## config.mk

```make
export PLATFORM = sky130hd
export DESIGN_NAME = radical_inverse_generator_unit
export DESIGN_NICKNAME = d
export VERILOG_FILES = /design/src/sv/rig_pkg.sv /design/src/sv/rig_ctrl.sv /design/src/sv/rig_dpath.sv /design/src/sv/radical_inverse_generator_unit.sv
export SDC_FILE = /design/constraint.sdc
export NUM_CORES = 2
export LEC_CHECK = 0
export BUFFER_PORTS_ARGS = -buffer_cell sky130_fd_sc_hd__buf_2
export CAP_MARGIN = 20
export CORE_ASPECT_RATIO = 0.7
export CORE_MARGIN = 3
export CORE_UTILIZATION = 61
export DETAILED_ROUTE_END_ITERATION = 10
export PLACE_DENSITY_LB_ADDON = 0.12
export SLEW_MARGIN = 40
export SYNTH_ARGS = -nofsm -noshare
export SYNTH_HDL_FRONTEND = slang
export SYNTH_SLANG_ARGS = --single-unit
```

## constraint.sdc

```tcl
create_clock -name i_clk -period 10 [get_ports i_clk]
set_input_delay 2 -clock i_clk [delete_from_list [all_inputs] [get_ports i_clk]]
set_output_delay 2 -clock i_clk [all_outputs]
set_load 0.01 [all_outputs]
```

## src/sv/rig_pkg.sv

```systemverilog
// Shared types and constants for the radical inverse generator.
// Holds the controller/datapath command and status structs and the reciprocal table.
// No dependencies.
package rig_pkg;

    localparam int FRAC_BITS  = 32;
    localparam int CNT_W      = $clog2(FRAC_BITS);
    localparam int RADIX_W    = 5;
    localparam int INDEX_W    = 31;
    localparam int FRACTION_W = 32;
    localparam int POW_W      = 36;
    localparam int PROD_W     = 63;
    localparam logic [RADIX_W-1:0] MIN_RADIX   = 5'd2;
    localparam logic [RADIX_W-1:0] RESET_RADIX = 5'd2;

    // floor(2^32 / b); the quotient estimate from it is low by at most one.
    localparam logic [31:0] RECIP_TBL [32] = '{
        32'd0, 32'd0,
        32'(64'h1_0000_0000 / 2),  32'(64'h1_0000_0000 / 3),
        32'(64'h1_0000_0000 / 4),  32'(64'h1_0000_0000 / 5),
        32'(64'h1_0000_0000 / 6),  32'(64'h1_0000_0000 / 7),
        32'(64'h1_0000_0000 / 8),  32'(64'h1_0000_0000 / 9),
        32'(64'h1_0000_0000 / 10), 32'(64'h1_0000_0000 / 11),
        32'(64'h1_0000_0000 / 12), 32'(64'h1_0000_0000 / 13),
        32'(64'h1_0000_0000 / 14), 32'(64'h1_0000_0000 / 15),
        32'(64'h1_0000_0000 / 16), 32'(64'h1_0000_0000 / 17),
        32'(64'h1_0000_0000 / 18), 32'(64'h1_0000_0000 / 19),
        32'(64'h1_0000_0000 / 20), 32'(64'h1_0000_0000 / 21),
        32'(64'h1_0000_0000 / 22), 32'(64'h1_0000_0000 / 23),
        32'(64'h1_0000_0000 / 24), 32'(64'h1_0000_0000 / 25),
        32'(64'h1_0000_0000 / 26), 32'(64'h1_0000_0000 / 27),
        32'(64'h1_0000_0000 / 28), 32'(64'h1_0000_0000 / 29),
        32'(64'h1_0000_0000 / 30), 32'(64'h1_0000_0000 / 31)
    };

    typedef struct packed {
        logic load;      // take a new index, clear the accumulators
        logic mul_en;    // first half of a digit step: reciprocal multiply
        logic digit_en;  // second half: correct quotient, append digit
        logic div_en;    // one bit of the fraction long division
    } t_rig_cmd;

    typedef struct packed {
        logic idx_zero;  // no digits left in the working index
    } t_rig_sts;

endpackage

```

## src/sv/rig_ctrl.sv

```systemverilog
// Controller state machine for the radical inverse generator.
// Sequences digit extraction and the fraction division; depends on rig_pkg.
module rig_ctrl (
    input  logic              i_clk,
    input  logic              i_rst_n,
    input  logic              start,
    output logic              busy,
    output logic              o_valid,
    output rig_pkg::t_rig_cmd o_cmd,
    input  rig_pkg::t_rig_sts i_sts
);
    import rig_pkg::*;

    typedef enum logic [1:0] {
        ST_IDLE,
        ST_DIG_A,
        ST_DIG_B,
        ST_DIV
    } t_state;

    t_state           r_state, n_state;
    logic [CNT_W-1:0] r_cnt, n_cnt;
    logic             r_valid, n_valid;

    always_comb begin
        n_state = r_state;
        n_cnt   = r_cnt;
        n_valid = 1'b0;
        o_cmd   = '0;
        unique case (r_state)
            ST_IDLE: begin
                if (start) begin
                    o_cmd.load = 1'b1;
                    n_state    = ST_DIG_A;
                end
            end
            ST_DIG_A: begin
                if (i_sts.idx_zero) begin
                    n_state = ST_DIV;
                    n_cnt   = '0;
                end else begin
                    o_cmd.mul_en = 1'b1;
                    n_state      = ST_DIG_B;
                end
            end
            ST_DIG_B: begin
                o_cmd.digit_en = 1'b1;
                n_state        = ST_DIG_A;
            end
            ST_DIV: begin
                o_cmd.div_en = 1'b1;
                n_cnt        = r_cnt + 1'b1;
                if (r_cnt == CNT_W'(FRAC_BITS - 1)) begin
                    n_state = ST_IDLE;
                    n_valid = 1'b1;
                end
            end
            default: n_state = ST_IDLE;
        endcase
    end

    always_ff @(posedge i_clk) begin
        if (!i_rst_n) begin
            r_state <= ST_IDLE;
            r_cnt   <= '0;
            r_valid <= 1'b0;
        end else begin
            r_state <= n_state;
            r_cnt   <= n_cnt;
            r_valid <= n_valid;
        end
    end

    assign busy    = (r_state != ST_IDLE);
    assign o_valid = r_valid;

endmodule

```

## src/sv/rig_dpath.sv

```systemverilog
// Datapath of the radical inverse generator: radix register, digit step, long division.
// Driven by rig_ctrl commands; depends on rig_pkg.
module rig_dpath (
    input  logic                                i_clk,
    input  logic                                i_rst_n,
    input  logic                                i_cfg_we,
    input  logic [rig_pkg::RADIX_W-1:0]         i_cfg_data,
    input  logic [rig_pkg::INDEX_W-1:0]         i_index,
    input  rig_pkg::t_rig_cmd                   i_cmd,
    output rig_pkg::t_rig_sts                   o_sts,
    output logic [rig_pkg::FRACTION_W-1:0]      o_fraction
);
    import rig_pkg::*;

    logic [RADIX_W-1:0]   r_radix;
    logic [RADIX_W-1:0]   w_base;
    logic [31:0]          w_recip;

    logic [INDEX_W-1:0]   r_num;
    logic [PROD_W-1:0]    r_prod;
    logic [POW_W-1:0]     r_mir;
    logic [POW_W-1:0]     r_pow;
    logic [POW_W-1:0]     r_mir_b;
    logic [POW_W-1:0]     r_pow_b;
    logic [FRAC_BITS-1:0] r_quot;

    logic [INDEX_W-1:0]   w_q0;
    logic [INDEX_W-1:0]   w_q0_b;
    logic [INDEX_W-1:0]   w_rem0;
    logic                 w_corr;
    logic [RADIX_W-1:0]   w_digit;
    logic [POW_W:0]       w_shift;
    logic                 w_ge;

    // A radix of zero or one has no expansion and runs as base two.
    assign w_base  = (r_radix < MIN_RADIX) ? MIN_RADIX : r_radix;
    assign w_recip = RECIP_TBL[w_base];

    // The estimate never exceeds the true quotient and is short by at most one.
    assign w_q0    = r_prod[PROD_W-1:32];
    assign w_q0_b  = INDEX_W'(w_q0 * w_base);
    assign w_rem0  = r_num - w_q0_b;
    assign w_corr  = (w_rem0 >= INDEX_W'(w_base));
    assign w_digit = w_corr ? RADIX_W'(w_rem0 - INDEX_W'(w_base)) : RADIX_W'(w_rem0);

    assign w_shift = {r_mir, 1'b0};
    assign w_ge    = (w_shift >= {1'b0, r_pow});

    always_ff @(posedge i_clk) begin
        if (!i_rst_n) begin
            r_radix <= RESET_RADIX;
        end else if (i_cfg_we) begin
            r_radix <= i_cfg_data;
        end
    end

    always_ff @(posedge i_clk) begin
        if (i_cmd.load) begin
            r_num  <= i_index;
            r_mir  <= '0;
            r_pow  <= POW_W'(1);
            r_quot <= '0;
        end
        if (i_cmd.mul_en) begin
            r_prod  <= PROD_W'(r_num * w_recip);
            r_mir_b <= POW_W'(r_mir * w_base);
            r_pow_b <= POW_W'(r_pow * w_base);
        end
        if (i_cmd.digit_en) begin
            r_num <= w_q0 + INDEX_W'(w_corr);
            r_mir <= r_mir_b + POW_W'(w_digit);
            r_pow <= r_pow_b;
        end
        if (i_cmd.div_en) begin
            // The mirrored value doubles as the partial remainder.
            r_mir  <= w_ge ? POW_W'(w_shift - {1'b0, r_pow}) : w_shift[POW_W-1:0];
            r_quot <= {r_quot[FRAC_BITS-2:0], w_ge};
        end
    end

    assign o_sts.idx_zero = (r_num == '0);
    assign o_fraction     = FRACTION_W'(r_quot);

endmodule

```

## src/sv/radical_inverse_generator_unit.sv

```systemverilog
// Top level: van der Corput radical inverse, Q0.32 result.
// After a start transfer the unit extracts the k base-radix digits of the index (0 to 31),
// each by a reciprocal multiply and then a correction, then runs the division one bit a cycle;
// the o_valid strobe follows the last division bit.
// One item at a time; busy falls with the strobe and a new start is taken in that cycle.
// Synchronous active-low reset returns to idle with radix 2; the receiver cannot stall.
module radical_inverse_generator_unit (
    input  logic                           i_clk,
    input  logic                           i_rst_n,
    input  logic                           i_cfg_we,
    input  logic [rig_pkg::RADIX_W-1:0]    i_cfg_data,
    input  logic                           start,
    output logic                           busy,
    input  logic [rig_pkg::INDEX_W-1:0]    i_index,
    output logic                           o_valid,
    output logic [rig_pkg::FRACTION_W-1:0] o_fraction
);
    import rig_pkg::*;

    t_rig_cmd w_cmd;
    t_rig_sts w_sts;

    rig_ctrl u_ctrl (
        .i_clk   (i_clk),
        .i_rst_n (i_rst_n),
        .start   (start),
        .busy    (busy),
        .o_valid (o_valid),
        .o_cmd   (w_cmd),
        .i_sts   (w_sts)
    );

    rig_dpath u_dpath (
        .i_clk      (i_clk),
        .i_rst_n    (i_rst_n),
        .i_cfg_we   (i_cfg_we),
        .i_cfg_data (i_cfg_data),
        .i_index    (i_index),
        .i_cmd      (w_cmd),
        .o_sts      (w_sts),
        .o_fraction (o_fraction)
    );

endmodule

```

Yosys cells after proc, flatten, opt, wreduce, memory -nomap -nowiden
Memories as Yosys holds them, arrays and structs flattened.
Cells that the tools add are included.
{"block": "word_totals", "ff_bits": 283, "romBits": 1024, "inputBits": 40, "output_inout_bits": 34, "word_cells": 71, "mem_count": 1}
{"memory": "(no name shown)", "words": 32, "word_bits": 32, "read_ports": 1, "rd_clocked_by_memory_dff": 0, "write_ports": 0, "line": "rig_dpath.sv:37", "rtl": "assign w_recip = RECIP_TBL[w_base];"}
{"block": "op_classes", "n_addsub": 6, "mul": 4, "magnitude_cmp": 4, "n_eq_ne": 7, "n_mux": 27, "bitwise": 1, "reduce_logical": 10}
{"op": "36-bit two-way mux", "count": 6}
{"op": "32-bit two-way mux", "count": 4}
{"op": "36-bit by 5-bit multiplier with 36-bit output", "count": 2}
{"op": "31-bit by 32-bit multiplier with 63-bit output", "count": 1}
{"op": "31-bit two-way mux", "count": 2}
{"op": "37-bit by 36-bit >= comparator with 1-bit output", "count": 1}
{"op": "36-bit by 5-bit adder with 36-bit output", "count": 1}
{"op": "36-bit subtractor", "count": 1}
{"op": "31-bit by 1-bit adder with 31-bit output", "count": 1}
{"op": "31-bit by 5-bit >= comparator with 1-bit output", "count": 1}
{"op": "31-bit zero test", "count": 1}
{"op": "31-bit by 5-bit multiplier with 31-bit output", "count": 1}
{"op": "31-bit subtractor", "count": 1}
{"op": "5-bit two-way mux", "count": 3}
{"op": "5-bit case mux with 2 select lines", "count": 1}
{"op": "1-bit two-way mux", "count": 8}
{"op": "2-bit case mux with 4 select lines", "count": 1}
{"op": "2-bit nonzero test", "count": 4}
{"op": "6-bit >= comparator, second input constant", "count": 1}
{"op": "5-bit inverter with 6-bit output", "count": 1}
{"op": "2-bit AND reduction", "count": 3}
{"op": "5-bit by 1-bit adder with 5-bit output, second input constant", "count": 1}
{"op": "5-bit == test, second input constant", "count": 1}
{"op": "5-bit by 2-bit < comparator with 1-bit output, second input constant", "count": 1}
{"op": "8 further kinds", "count": 11}

Logic depth before layout (Yosys ltp)
{"block": "logic_depth", "depth_word": 9, "mapped_depth": 42, "depth_no_buf": 37}

Modules after synthesis
Synthesis repeated with hierarchy kept, for this count alone.
{"block": "unflattened", "cells_unflattened": 6411, "hier_area_um2": 58438.5}
{"module": "rig_dpath", "instances": 1, "cells_each": 6368, "area_each_um2": 58049.4, "seq_area_each_um2": 7247.0}
{"module": "rig_ctrl", "instances": 1, "cells_each": 43, "area_each_um2": 389.1, "seq_area_each_um2": 160.2}

Least setup slack after synthesis
No wires, ideal clock.
{"block": "synth_path", "path_type": "reg2reg", "from": "reg u_dpath.r_radix[2]", "to": "reg u_dpath.r_prod[62], data pin", "setup_ps": 266, "t_arrival_ps": 9865, "required_time_ps": 9734, "slack_ps": -131, "path_stages_with_launch": 39, "n_path_buf": 6, "path_cell_list": "dfxtp_1 > buf_1 > nor3_1 > or2_2 > clkbuf_1 > clkinv_1 > buf_1 > ha_1 > clkbuf_1 > nand2b_1 > nor3b_1 > or3_1 > clkbuf_1 > nand2_1 > clkbuf_1 > nand2_1 > fa_1 > inv_1 > [3 not listed] > fa_1 > inv_1 > fa_1 > fa_1 > fa_1 > inv_1 > fa_1 > inv_1 > ha_1 > a211o_1 > o22a_1 > o31a_1 > a31oi_1 > o21ai_1 > a31oi_1 > o21ai_1 > o41ai_1 > xnor2_1"}
{"block": "synth_via", "elab_chain_len": 7}
{"item": "from (decl)", "line": "rig_dpath.sv:15", "rtl": "logic [RADIX_W-1:0] r_radix;"}
{"item": "from (signal assigned)", "line": "rig_dpath.sv:53", "rtl": "r_radix <= i_cfg_data;"}
{"item": "5-bit by 2-bit < comparator with 1-bit output", "line": "rig_dpath.sv:36", "rtl": "assign w_base = (r_radix < MIN_RADIX) ? MIN_RADIX : r_radix;"}
{"item": "5-bit two-way mux *", "line": "rig_dpath.sv:36"}
{"item": "5-bit inverter with 6-bit output (not written as such) *", "line": "rig_dpath.sv:37"}
{"item": "memory 32 x 32 bit *"}
{"item": "32-bit two-way mux (not written as such) * (2 in series)", "line": "rig_dpath.sv:37"}
{"item": "31-bit by 32-bit multiplier with 63-bit output *", "line": "rig_dpath.sv:65", "rtl": "r_prod <= PROD_W'(r_num * w_recip);"}
{"item": "to (signal assigned)", "line": "rig_dpath.sv:65"}
{"item": "to (decl)", "line": "rig_dpath.sv:20", "rtl": "logic [PROD_W-1:0] r_prod;"}
Mark *: on every way between the ends. The rest lies on a longest branch, timed or not. The select of a mux whose other input is x is not followed.
A chain may end at the register's enable or synchronous reset.

Final worst setup path
{"block": "layout_path", "from": "reg u_dpath.r_radix[4]", "to": "reg u_dpath.r_prod[53], data pin"}
Same word-level chain as after synthesis.

==> impl_metrics.ini <==
[sta]
maxSlewHeadroom = 0.377
finalHoldViolCount = 0
period_needed_ps = 9800
skew_ps = 26.8
final_max_slew_viol_count = 0
worst_pin_slew_ps = 935
finalCritPeriodShare = 0.980
finalSetupViolCount = 0
fmax_ghz = 0.102

[route]
met1_length_microns = 76900
route.met3.wl_microns = 24800
ant_nets = 0
drt-pass1-iter-count = 7
totalWireLength_microns = 174000
wl_met2_microns = 69100
highest_layer = met5
num_vias = 45500
drt_iter0_markers = 4762
avgViaCountPerCell = 5.97
drcViolationCount = 0
wl_per_cell_microns = 22.9

[die]
die_x_microns = 375
dieArea_sq_mm = 0.0993
io_pins = 74
coreArea_sq_mm = 0.0943
start_util = 0.618
floorplan.die.height_microns = 265
num_rows = 94

[run]
maxCapViolCount = 0

[synth]
async_reset_ff_frac = 0
syn_inst = 6396
syn_nets = 8025
ys.flop_type = edfxtp_1
synth_seq_cells = 251
ys.warnings.count = 0
synth_top_area_frac = 0.400
synth_commonest_cells = fa_1, nand2_1, inv_1
synth_area_leaders = fa_1, edfxtp_1, ha_1
synth_cell_types = 84
syn_area_sq_mm = 0.0583
synth_area_per_cell_sq_um = 9.11
synth.yosys.seq_area_share = 0.127
post-synth-top-count-cell = fa_1
synth_edf_count = 238
synth_largest_area_cell = fa_1

[grt]
grt_max_degree = 143
grt_pass1_wl_microns = 275000
grt_overflow = 0
antenna_found_initial = 3
gr-usage-all-layers = 0.360
grt_pass1_vias = 46500

[cts]
cts_tree = done
insertion_delay_ps = 600
cts-root-buf = clkbuf_16
clockBufferDepth = 3
path_clk_slew_ps = 70
htree_levels = 1
clkSinkCount = 251
cts_buffers = 27

[critical_path]
crit_path_max_fanout = 16
slowest_stage = o41a_2
worstPathArrival_ps = 10150
path_class = flop to flop
max_stage_delay_ps = 590
crit_path_start_kind = flop
cp-end-kind = flop
crit_top_cell = fa_1
required_ps = 10340

[placed_design]
portBuffers = 73
dp_hpwl_microns = 136000
gp_congestion = 0.985

[final_layout]
final_util = 0.655
nets = 7977
drive_gt1_frac = 0.0603
area_growth_pct = 5.99

[run_status]
status = complete, no violations

[worst_hold_path]
hold_path_class = flop to flop
==> cell usage in the layout (no fill, tap or decap), types with 8 or more instances in the layout <==
cell	instances
dfxtp_1	8
o21a_1	31
o22ai_1	21
buf_2	73
a21oi_1	175
mux2i_1	29
nor3_1	41
clkinv_1	10
o21bai_1	20
and2_1	448
clkbuf_16	27
and4_1	12
nand2_1	1135
inv_1	1122
a211oi_1	18
nor2_1	226
nor2b_1	34
xnor2_1	138
and3_1	99
o211ai_1	18
buf_6	14
buf_4	148
o21ai_0	143
o31a_1	8
nor4_1	22
nand4_1	35
nand2b_1	28
xor2_1	79
a21boi_0	8
nand3_1	51
fa_1	1165
a21oi_2	12
o21ai_2	8
a31oi_1	17
buf_12	12
edfxtp_1	238
or3_1	8
a21o_1	78
ha_1	421
==> stage by stage <==
stage / instance area (sq um) / TNS [ps] / setup slack [ps] / hold WS [ps] / instances
finish: 61700 / 0 / 200 / 498 / 7617
global route: 61700 / -41.4 / -31.5 / 523 / 7616
CTS: 61500 / 0 / 81.9 / 497 / 7608
detailed placement: 60600 / -466 / -158 / 481 / 7559
global placement: 60500 / -128 / -69.8 / 479 / 7553
floorplan: 58300 / 0 / 82.1 / 472 / 6396
==> logic make-up (layout without fill, tap and decap cells) <==
| family | count (synthesis) | count (layout) | synth area share |
|---|---|---|---|
| other | 0 | 1 | 0 |
| buffers and inverters | 1454 | 1426 | 0.0940 |
| DFF | 251 | 251 | 0.127 |
| xor gates and xnor gates | 218 | 218 | 0.0330 |
| AOI/OAI and AO/OA | 670 | 670 | 0.0736 |
| and+or+nand+nor | 2177 | 2177 | 0.174 |
| adders and majority gates | 1589 | 1589 | 0.491 |
| muxes | 37 | 37 | 0.00672 |
==> registers in the layout (all words and copies together), names as in the netlist <==
register            flops
u_ctrl.r_cnt            5
u_dpath.r_num          31
u_dpath.r_prod         31
u_ctrl.r_state          2
u_dpath.r_pow_b        36
u_dpath.r_radix         5
u_dpath.r_pow          36
u_dpath.r_mir_b        36
u_ctrl.o_valid          1
u_dpath.r_mir          36
u_dpath.o_fraction     32
==> timing repair <==
action / 4_1_cts / 5_1_grt
hold buffers: 0 / 0
resized for setup: 4 / 30
setup buffers: 0 / 6
hold endpoints to repair: 0 / 0
pin swaps: 0 / 4
setup endpoints to repair: 8 / 23
==> worst paths after layout <==
path                            slack [ps]               start                 end  cells after the start
worst min register to register         500  u_dpath.r_pow_b[0]    u_dpath.r_pow[0]                      1
worst max-delay path                   200  u_dpath.r_radix[4]  u_dpath.r_prod[53]                     32
worst min-delay path                   500  u_dpath.r_pow_b[0]    u_dpath.r_pow[0]                      1
worst max register to register         200  u_dpath.r_radix[4]  u_dpath.r_prod[53]                     32
==> cell type report <==
cell class	count	area, sq um
Sequential cell	251	7420
Multi-Input combinational cell	4691	45700
Clock buffer	29	683
Tap cell	1248	1560
Inverter	1126	4230
Timing Repair Buffer	251	1930
Antenna cell	1	2.50
Clock inverter	20	184
Fill cell	7954	32600
==> per-layer routing <==
metal | up-vias | global-route usage
met5 | - | 0
met4 | 2 | 0.0635
met3 | 237 | 0.120
met2 | 2601 | 0.493
met1 | 22900 | 0.563
li1 | 19800 | -
==> critical path: cells and delay by family, from the launching register on <==
kind,cells,cell delay [ps]
AO/OA/AOI/OAI,11,2950
XOR/XNOR,1,80
flip-flops,1,360
AND/OR/NAND/NOR,3,370
adder cells (fa/ha/maj),10,4710
buffers and inverters,7,1070
Power is not shown: default switching activity piles up to over one toggle a cycle in this logic, so the estimate is an artifact.
